===== config.mk =====
export PLATFORM = sky130hd
export DESIGN_NAME = sgi_point
export DESIGN_NICKNAME = d
export VERILOG_FILES = /design/src/rtl/core/sgi_pkg.sv /design/src/rtl/core/sgi_point.sv
export SDC_FILE = /design/constraint.sdc
export NUM_CORES = 1
export LEC_CHECK = 0
export BUFFER_PORTS_ARGS = -buffer_cell sky130_fd_sc_hd__buf_2
export CORE_ASPECT_RATIO = 1.25
export CORE_MARGIN = 10
export CORE_UTILIZATION = 40
export DETAILED_ROUTE_END_ITERATION = 6
export SLEW_MARGIN = 5
export SYNTH_ARGS = -nofsm -noshare
export SYNTH_HDL_FRONTEND = slang
export SYNTH_SLANG_ARGS = --single-unit

===== constraint.sdc =====
create_clock -name clock -period 24.5 [get_ports clock]
set_input_delay 3.675 -clock clock [delete_from_list [all_inputs] [get_ports clock]]
set_output_delay 3.675 -clock clock [all_outputs]
set_load 0.02 [all_outputs]

===== src/rtl/core/sgi_pkg.sv =====
// segment intersection package: register indexes, widths and control types
// shared by the division cells, the point unit, the top level and the checker
// no dependencies
package sgi_pkg;

   localparam int COORD_BITS_DEF      = 16;
   localparam int COORD_FRAC_BITS_DEF = 4;
   localparam int FRACTION_BITS_DEF   = 16;

   localparam int EPS_BITS  = 20;
   localparam int MINF_BITS = 16;

   localparam int CSR_INDEX_BITS = 1;
   localparam int CSR_DATA_BITS  = EPS_BITS;

   localparam logic [CSR_INDEX_BITS-1:0] CSR_PARALLEL_EPSILON = 1'd0;
   localparam logic [CSR_INDEX_BITS-1:0] CSR_MIN_FRACTION     = 1'd1;

   localparam logic [EPS_BITS-1:0]  EPS_RESET  = 20'd2;
   localparam logic [MINF_BITS-1:0] MINF_RESET = 16'd6;

   // per-stage control carried along the division chain
   typedef struct packed {
      logic valid;
      logic ok;
   } sgi_ctl_type;

endpackage


===== src/rtl/core/sgi_point.sv =====
// point coordinate unit: start + delta*s rounded half away from zero, saturated
// two register stages: product, then rounded coordinate (zero on miss)
// depends on sgi_pkg
module sgi_point #(
   parameter int CRD_BITS  = 16,
   parameter int DLT_BITS  = 17,
   parameter int FRAC_BITS = 16
) (
   input  logic                       clock,
   input  logic                       en,
   input  logic                       keep,
   input  logic signed [CRD_BITS-1:0] start,
   input  logic signed [DLT_BITS-1:0] delta,
   input  logic [FRAC_BITS-1:0]       frac,
   output logic signed [CRD_BITS-1:0] coord
);
   import sgi_pkg::*;

   localparam int PW = DLT_BITS + FRAC_BITS + 1;
   localparam int VW = PW + 2;

   logic signed [PW-1:0]       prod_ff;
   logic signed [CRD_BITS-1:0] start_ff;
   logic                       keep_ff;
   logic signed [CRD_BITS-1:0] coord_ff, coord_in;
   logic [PW-1:0]              mag;
   logic [PW:0]                rnd;
   logic signed [VW-1:0]       val;
   logic signed [VW-1:0]       hi_lim, lo_lim;

   always_ff @(posedge clock) begin
      if (en) begin
         prod_ff  <= PW'(delta * $signed({1'b0, frac}));
         start_ff <= start;
         keep_ff  <= keep;
      end
   end

   always_comb begin
      mag    = prod_ff[PW-1] ? PW'(-prod_ff) : PW'(prod_ff);
      rnd    = ({1'b0, mag} + ((PW+1)'(1) << (FRAC_BITS - 1))) >> FRAC_BITS;
      val    = VW'(start_ff) + (prod_ff[PW-1] ? -$signed(VW'(rnd)) : $signed(VW'(rnd)));
      hi_lim = VW'((VW'(1) << (CRD_BITS - 1)) - VW'(1));
      lo_lim = -hi_lim - VW'(1);
      if (!keep_ff) begin
         coord_in = '0;
      end else if (val > hi_lim) begin
         coord_in = hi_lim[CRD_BITS-1:0];
      end else if (val < lo_lim) begin
         coord_in = lo_lim[CRD_BITS-1:0];
      end else begin
         coord_in = val[CRD_BITS-1:0];
      end
   end

   always_ff @(posedge clock) begin
      if (en) begin
         coord_ff <= coord_in;
      end
   end

   assign coord = coord_ff;

endmodule


==> impl_results.md <==
* Relative max-transition margin at 38.2%
* Final min period at 9.86 ns
* Core region area at 42,100 µm²
* Syn_nets at 2,346
* Clock latency on the worst-skew pair at 0.35 ns
* Mapped Avg Cell Area at 9.04 µm²
* Initial Utilization at 40.5%
* Setup TNS at 0 ns
* # H-tree levels at 3
* Max Cap Viol at 0
* CP arrival at 9.96 ns
* Grt peak-use layer: met2
* Startpoint types: input pin
* Hold endpoint: coord[0]$_SDFFCE_PN0P_
* Slowest stage delay, CP at 0.54 ns
* Number of synthesized flops with an enable pin at 67
* Synth top area share at 32.8%
* # IOs at 68
* Die H at 251 µm
* Nets at 2,360
* Initial antenna violation count at 0
* First-pass GRT wire length at 68.2 mm
* Routability cong. at 0.886
* Worst r2r src: prod_ff[15]$_DFFE_PP_
* Main area contributors after synthesis: fa_1 (33%), edfxtp_1 (12%), ha_1 (9.2%)
* Critical Path End Type: register
* CTS Buf Count at 9
* Worst-Margin Slew at 0.903 ns
* Min-Delay Path Depth at 3
* FILL cells at 4,154
* Hold Path Class: register to register
* R2R Setup Slk at 15.70 ns
* Initial DRC Count at 581
* CP most frequent cell: fa_1
* Post-synthesis async set-or-reset flop share at 0%
* DR WL/cell at 16.2 µm
* Vias in the first global route at 13,400
* Period Utilization, post-route at 40.2%
* CTS Hold Bufs at 0
* IO buf count at 67
* Hold Path Origin: start_ff[0]$_DFFE_PP_
* Hold Slack at 0.783 ns
* Crit path buffers/inverters at 6
* Area grow syn2layout at 6.26%
* Max frequency at 0.101 GHz
* Drt first pass iters at 5
* Clock transition at path regs at 0.07 ns
* DR DRC count at 0
* CP Data Required Time at 24.60 ns
* Total GRT Usage at 16.0%
* Die width at 205 µm
* Yosys warns at 0
* Status: completed
* Synthesized area at 17,100 µm²
* Met3 Usage GRT at 1.43%
* Final setup vio count at 0
* Area occupied by multi-input gates at 13,500 µm²
* Synth top cells by count: inv_1 (328), fa_1 (280), nand2_1 (204)
* Crit-path slowest cell: fa_1
* Yosys cell types at 94
* Clock buffer depth at 2
* Drt total wl at 39.9 mm
* TritonCTS sink count at 67
* Biggest area consumer among synthesized cells: fa_1
* Largest net degree at the start of global routing at 68
* Number of cell rows at 84
* RSZ-0062 raised after global routing: false
* Yosys reg bits at 67
* Reg-to-Reg End: coord[2]$_SDFFCE_PN0P_
* Final hold vios at 0
* Antenna viol nets, final at 0
* Sequential element share of the synthesized area at 11.8%
* Critical setup path kind: input pin to register
* R2R depth at 25
* Diode count at 0
* Storage element area at 2010 µm²
* Die area at 51,400 µm²
* CP max FO at 17
* Share of layout cells above drive strength 1 at 7.55%
* Prevailing post-synth register cell: edfxtp_1
* Max Slew Vio Count at 0
* Clk root buf: clkbuf_16
* Top-count cell post-synth: inv_1
* CTS tree: built
* Clock Skew at 0.0166 ns
* Via density at 5.15
* Met2 usage at 27.2%
* Routed vias at 12,700
* Top delay family on crit path: adder cells
* Synthesized instance count at 1,889
* Setup repair bufs after CTS at 0
* Overflow after GRT at 0
* DPL Wire Length at 33.4 mm
* # resized after CTS at 0
* Met1 Track Usage GR at 21.8%
stage by stage:
| step | setup slack (ns) | std cells | util (%) | cell area, µm² |
|---|---|---|---|---|
| global placement | 14.35 | 2451 | 42.4 | 17900 |
| finish | 14.64 | 2467 | 43.1 | 18100 |
| CTS | 14.65 | 2467 | 43.1 | 18100 |
| detailed placement | 14.28 | 2451 | 42.4 | 17900 |
| global route | 14.17 | 2467 | 43.1 | 18100 |
| floorplan | 14.90 | 1889 | - | 17100 |
sequential cells by signal (all words and copies together), names as in the netlist:
name,cells
start_ff,16
prod_ff,34
keep_ff,1
coord,16
area by class of cell:
type,instances,area share (%)
clock buffer,10,1.26
clock inverter,6,0.228
inverter,328,6.79
multi-input combinational,1423,74.6
sequential,67,11.1
tap,559,3.85
timing repair buffer,74,2.14
kinds of logic (layout without fill, tap and decap cells):
group,Yosys count,after routing,synth area share (%)
compound gates,293,293,13.0
xor+xnor,96,96,4.92
fa+ha+maj,406,406,42.0
buf+inv,399,418,8.90
flops,67,67,11.8
mux,10,10,0.616
simple gates,618,618,18.7
routing by layer:
metal / routed length, µm / vias up
li1: - / 6191
met1: 19100 / 6253
met2: 19100 / 224
met3: 1320 / 25
met4: 433 / 0
met5: 0 / -
placed cells by master, fill, tap and decap left out, drive strengths merged, types with 10 or more instances in the layout:
master	count
nand2	204
and3	11
nand4	23
o21bai	12
buf	74
nor3	33
or3	13
and2	159
xor2	19
inv	329
a21o	23
a21oi	61
nor2b	13
ha	125
edfxtp	67
a211oi	15
nand3	28
o211ai	32
clkbuf	10
xnor2	77
fa	280
nor4	13
nor2	88
o31ai	12
o21ai	54
worst max path at each step:
stage / from / to / slack, ns / depth (start not counted)
2_1_floorplan: frac[7] / prod_ff[32]$_DFFE_PP_ / 14.90 / 25
3_3_place_gp: frac[7] / prod_ff[33]$_DFFE_PP_ / 14.35 / 23
3_5_place_dp: delta[5] / prod_ff[33]$_DFFE_PP_ / 14.28 / 23
4_1_cts: delta[5] / prod_ff[33]$_DFFE_PP_ / 14.65 / 23
5_1_grt: frac[7] / prod_ff[32]$_DFFE_PP_ / 14.17 / 25
6_report: frac[7] / prod_ff[32]$_DFFE_PP_ / 14.64 / 25
worst register-to-register path, delay by kind of cell (launching register included):
family / cells / cell delay (ns)
and+or+nand+nor: 9 / 3.30
AOI/OAI and AO/OA: 13 / 3.99
xor gates and xnor gates: 1 / 0.07
adders and majority gates: 2 / 0.65
DFF: 1 / 0.47
Power is not shown: default switching activity piles up to over one toggle a cycle in this logic, so the estimate is an artifact.
