[config.mk]
export PLATFORM = sky130hd
export DESIGN_NAME = sgi_div_cell
export DESIGN_NICKNAME = d
export VERILOG_FILES = /design/src/rtl/core/sgi_pkg.sv /design/src/rtl/core/sgi_div_cell.sv
export SDC_FILE = /design/constraint.sdc
export NUM_CORES = 1
export LEC_CHECK = 0
export BUFFER_PORTS_ARGS = -buffer_cell sky130_fd_sc_hd__buf_2
export CORE_AREA = 2 2 163 165
export CTS_CLUSTER_DIAMETER = 80
export CTS_CLUSTER_SIZE = 12
export DETAILED_ROUTE_END_ITERATION = 10
export DIE_AREA = 0 0 165 167
export GPL_ROUTABILITY_DRIVEN = 0
export HOLD_SLACK_MARGIN = 0.08
export PLACE_DENSITY = 0.78
export SYNTH_ARGS = -nofsm -noshare
export SYNTH_HDL_FRONTEND = slang
export SYNTH_SLANG_ARGS = --single-unit
[constraint.sdc]
create_clock -name clock -period 5.45 [get_ports clock]
set_input_delay 1.09 -clock clock [delete_from_list [all_inputs] [get_ports clock]]
set_output_delay 1.09 -clock clock [all_outputs]
set_load 0.005 [all_outputs]
[src/rtl/core/sgi_pkg.sv]
// segment intersection package: register indexes, widths and control types
// shared by the division cells, the point unit, the top level and the checker
// no dependencies
package sgi_pkg;

   localparam int COORD_BITS_DEF      = 16;
   localparam int COORD_FRAC_BITS_DEF = 4;
   localparam int FRACTION_BITS_DEF   = 16;

   localparam int EPS_BITS  = 20;
   localparam int MINF_BITS = 16;

   localparam int CSR_INDEX_BITS = 1;
   localparam int CSR_DATA_BITS  = EPS_BITS;

   localparam logic [CSR_INDEX_BITS-1:0] CSR_PARALLEL_EPSILON = 1'd0;
   localparam logic [CSR_INDEX_BITS-1:0] CSR_MIN_FRACTION     = 1'd1;

   localparam logic [EPS_BITS-1:0]  EPS_RESET  = 20'd2;
   localparam logic [MINF_BITS-1:0] MINF_RESET = 16'd6;

   // per-stage control carried along the division chain
   typedef struct packed {
      logic valid;
      logic ok;
   } sgi_ctl_type;

endpackage

[src/rtl/core/sgi_div_cell.sv]
// one restoring-division cell: produces one quotient bit of s and of u
// and hands remainders and the point operands on to the next cell
// depends on sgi_pkg
module sgi_div_cell #(
   parameter int REM_BITS  = 36,
   parameter int FRAC_BITS = 16,
   parameter int CRD_BITS  = 16,
   parameter int DLT_BITS  = 17
) (
   input  logic                        clock,
   input  logic                        reset,
   input  logic                        en,
   input  sgi_pkg::sgi_ctl_type        ctl_in,
   input  logic [REM_BITS-1:0]         den_in,
   input  logic [REM_BITS-1:0]         rem_s_in,
   input  logic [REM_BITS-1:0]         rem_u_in,
   input  logic [FRAC_BITS-1:0]        q_s_in,
   input  logic [FRAC_BITS-1:0]        q_u_in,
   input  logic signed [CRD_BITS-1:0]  sx_in,
   input  logic signed [CRD_BITS-1:0]  sy_in,
   input  logic signed [DLT_BITS-1:0]  ax_in,
   input  logic signed [DLT_BITS-1:0]  ay_in,
   output sgi_pkg::sgi_ctl_type        ctl_out,
   output logic [REM_BITS-1:0]         den_out,
   output logic [REM_BITS-1:0]         rem_s_out,
   output logic [REM_BITS-1:0]         rem_u_out,
   output logic [FRAC_BITS-1:0]        q_s_out,
   output logic [FRAC_BITS-1:0]        q_u_out,
   output logic signed [CRD_BITS-1:0]  sx_out,
   output logic signed [CRD_BITS-1:0]  sy_out,
   output logic signed [DLT_BITS-1:0]  ax_out,
   output logic signed [DLT_BITS-1:0]  ay_out
);
   import sgi_pkg::*;

   sgi_ctl_type                ctl_ff;
   logic [REM_BITS-1:0]        den_ff, rem_s_ff, rem_u_ff, rem_s_in2, rem_u_in2;
   logic [FRAC_BITS-1:0]       q_s_ff, q_u_ff;
   logic signed [CRD_BITS-1:0] sx_ff, sy_ff;
   logic signed [DLT_BITS-1:0] ax_ff, ay_ff;
   logic [REM_BITS-1:0]        sh_s, sh_u;
   logic                       bit_s, bit_u;

   always_comb begin
      sh_s  = {rem_s_in[REM_BITS-2:0], 1'b0};
      sh_u  = {rem_u_in[REM_BITS-2:0], 1'b0};
      bit_s = (sh_s >= den_in);
      bit_u = (sh_u >= den_in);
      rem_s_in2 = bit_s ? (sh_s - den_in) : sh_s;
      rem_u_in2 = bit_u ? (sh_u - den_in) : sh_u;
   end

   always_ff @(posedge clock) begin
      if (reset) begin
         ctl_ff <= '0;
      end else if (en) begin
         ctl_ff <= ctl_in;
      end
   end

   always_ff @(posedge clock) begin
      if (en) begin
         den_ff   <= den_in;
         rem_s_ff <= rem_s_in2;
         rem_u_ff <= rem_u_in2;
         q_s_ff   <= {q_s_in[FRAC_BITS-2:0], bit_s};
         q_u_ff   <= {q_u_in[FRAC_BITS-2:0], bit_u};
         sx_ff    <= sx_in;
         sy_ff    <= sy_in;
         ax_ff    <= ax_in;
         ay_ff    <= ay_in;
      end
   end

   assign ctl_out   = ctl_ff;
   assign den_out   = den_ff;
   assign rem_s_out = rem_s_ff;
   assign rem_u_out = rem_u_ff;
   assign q_s_out   = q_s_ff;
   assign q_u_out   = q_u_ff;
   assign sx_out    = sx_ff;
   assign sy_out    = sy_ff;
   assign ax_out    = ax_ff;
   assign ay_out    = ay_ff;

endmodule

==> metrics.md <==
| Metric | Value |
|---|---|
| Status | completed |
| Synth top area share | 55.0% |
| Setup bufs post-CTS | 0 |
| Starting DRT DRC Count | 699 |
| Core area | 25,800 um^2 |
| Post-DRT Antenna Nets | 0 |
| IO Port Bufs | 414 |
| Worst EP arrival | 4.39 ns |
| CP max FO | 38 |
| Hold-fix buffers, CTS | 0 |
| Hold path endpoint | ctl_out[0]$_SDFFE_PP0P_ |
| Worst-margin pin slew | 1.13 ns |
| Initial antenna violation count | 8 |
| Syn-to-layout area delta | 26.6% |
| CTS max path bufs | 3 |
| Wire per inst | 18.8 um |
| Worst r2r path cells | 2 |
| Count of final setup violators | 0 |
| CTS tree | yes |
| Synthesized instance count | 989 |
| Clock tree sinks | 208 |
| Reg-to-reg slack, setup | 4.82 ns |
| Switching share of power | 28.0% |
| Pint | 3080 uW |
| Clock network fraction of total power | 29.8% |
| Number of synthesized flops with an enable pin | 206 |
| Commonest cells post-synth | 206 x edfxtp_1, 107 x nand2_1, 75 x a21oi_1, 72 x ha_1 |
| Fin area | 14,200 um^2 |
| Post-Syn Nets | 1,274 |
| Worst R2R End | ctl_out[1]$_SDFFE_PP0P_ |
| Placed cell area | 13,700 um^2 |
| Leading area contributor after synthesis | edfxtp_1 |
| Die W | 165 um |
| Latest clock arrival within the worst-skew pair | 0.48 ns |
| Setup_tns | 0 ns |
| Grt total ovfl | 0 |
| First-pass GRT wire length | 48,000 um |
| Cts repair resizes | 0 |
| Nets | 1,679 |
| Period utilization | 76.1% |
| RSZ-0062 raised after global routing | false |
| Count of state elements after synthesis | 208 |
| Initial core utilization | 43.7% |
| Leakage | 0.00634 uW |
| Fraction of registers with async set/reset | 0% |
| Crit end category | flop |
| Psw | 1200 uW |
| Crit path kind | in2reg |
| Ys flop type | edfxtp_1 |
| Sequential power share | 46.7% |
| Worst-path clk slew | 0.06 ns |
| CP required | 5.69 ns |
| Count leader, synth | edfxtp_1 |
| Die Footprint | 27,600 um^2 |
| # rows | 59 |
| Hold violation total from the final report | 0 |
| Mapped Area | 11,200 um^2 |
| Synth top area cells | edfxtp_1 55%, ha_1 8.0%, nand2_1 3.6% |
| Hpwl dp | 25,700 um |
| Tmin final | 4.15 ns |
| Largest net degree at the start of global routing | 122 |
| Vias in the first global route | 9,034 |
| Number of CTS-inserted buffers | 21 |
| HP Start | ctl_out[0]$_SDFFE_PP0P_ |
| Pwr Density | 301 nW/um^2 |
| RR Startpoint | ctl_out[1]$_SDFFE_PP0P_ |
| DR vias | 9,275 |
| Avg Cell Area, Syn | 11.4 um^2 |
| Post-synthesis sequential area ratio | 55.4% |
| Synth warn | 0 |
| Share of cells above drive strength 1 | 35.3% |
| Clock root buffer | clkbuf_16 |
| I/O pins | 419 |
| CTS H-tree lvls | 1 |
| Drt total wl | 32,800 um |
| GRT Total Usage | 22.5% |
| Routed vias/inst | 5.32 |
| Clock Skew | 0 ns |
| CP startpoint kind | input port |
| Die height | 167 um |
| Unique masters post-synth | 59 |
| TritonRoute pass-1 iters | 5 |
| Logic pwr share | 23.4% |
| Final Slew Violations | 0 |
| Worst vdd ir | 250 uV |
| Hold Path Stages | 2 |
| Max Cap Viol | 0 |
| DRC | 0 |
| Hold Path Class | reg2reg |
| Fmax achieved | 241 MHz |
| Slew HR | 24.4% |
-- power groups by stage --
| stage | logic (uW) | clock network [uW] | registers (uW) |
|---|---|---|---|
| 6_report | 1000 | 1280 | 2000 |
| 5_1_grt | 1100 | 1390 | 2010 |
| 4_1_cts | 1010 | 1320 | 2000 |
| 3_5_place_dp | 1000 | 0 | 2030 |
| 3_3_place_gp | 978 | 0 | 2030 |
| 2_1_floorplan | 545 | 0 | 2050 |
-- logic make-up (layout without fill, tap and decap cells) --
group / Yosys count / after routing / synth area share (%)
fa+ha+maj: 74 / 74 / 8.36
simple gates: 246 / 246 / 9.93
xor+xnor: 58 / 58 / 4.52
compound gates: 295 / 295 / 17.3
buf+inv: 102 / 515 / 3.92
other cells: 0 / 5 / 0
mux: 6 / 6 / 0.612
flops: 208 / 208 / 55.4
-- layout by cell type (no fill, tap or decap), drive strengths merged, types with 7 or more instances in the layout --
cell type and instances:
a211oi 10, a21o 34, a21oi 75, a31oi 13, buf 420, clkbuf 29, edfxtp 206, ha 72
inv 63, nand2 107, nand2b 7, nand3 17, nand4 16, nor2 53, nor3 12, o211ai 12
o21a 8, o21ai 100, o21bai 9, o31ai 13, xnor2 31, xor2 27
-- worst max path at each step --
stage	startpoint	end	slack (ns)	cells past startpoint
2_1_floorplan	den_in[0]	rem_u_out[1]$_DFFE_PP_	1.47	10
3_3_place_gp	den_in[0]	rem_u_out[13]$_DFFE_PP_	0.86	13
3_5_place_dp	den_in[0]	rem_u_out[22]$_DFFE_PP_	0.81	13
4_1_cts	den_in[0]	rem_u_out[16]$_DFFE_PP_	1.33	13
5_1_grt	den_in[0]	rem_u_out[16]$_DFFE_PP_	1.13	13
6_report	den_in[0]	rem_u_out[16]$_DFFE_PP_	1.30	13
-- per-layer routing --
| metal | global-route usage, % | share of wire, % | vias up | wire [um] |
|---|---|---|---|---|
| li1 | - | - | 4493 | - |
| met1 | 24.9 | 37 | 4343 | 12000 |
| met2 | 41.8 | 52 | 377 | 17100 |
| met3 | 5.31 | 8.6 | 56 | 2830 |
| met4 | 7.07 | 2.5 | 6 | 809 |
| met5 | 0 | 0.13 | - | 41 |
-- worst max-delay path, cell delays in order --
cell	delay (ns)
buf_2	0.14
inv_1	0.17
fa_1	0.54
a211oi_2	0.25
o21ai_1	0.24
a2111oi_2	0.50
o41ai_2	0.19
a211oi_2	0.23
buf_4	0.16
o21ai_2	0.09
o21ai_4	0.37
buf_12	0.27
o21ai_2	0.09
-- per-stage QoR --
step                      power [uW]  instances  setup WS [ns]  util, %  hold WS (ns)
after floorplan                 2600        989           1.47        -         0.485
after global placement          3010       1706          0.861     53.0         0.468
after detailed placement        3030       1706          0.809     53.0         0.526
after CTS                       4330       1737           1.33     55.2         0.543
after global routing            4500       1741           1.13     55.3         0.575
final                           4280       1742           1.30     55.3         0.539
-- registers in the layout, indices dropped and copies added, names as in the netlist --
register and flops:
den_out 36, rem_s_out 36, rem_u_out 36, ax_out 17, ay_out 17, q_s_out 16
q_u_out 16, sx_out 16, sy_out 16, ctl_out 2
-- cell type report --
| cell class | instances | area (um^2) |
|---|---|---|
| multi-input combinational | 679 | 4600 |
| timing repair buffer | 421 | 2180 |
| inverter | 63 | 236 |
| tap | 335 | 419 |
| clock inverter | 3 | 13.8 |
| fill | 2206 | 11500 |
| antenna | 5 | 12.5 |
| clock buffer | 28 | 552 |
| sequential | 208 | 6230 |
(Power assumes the default switching activity.)
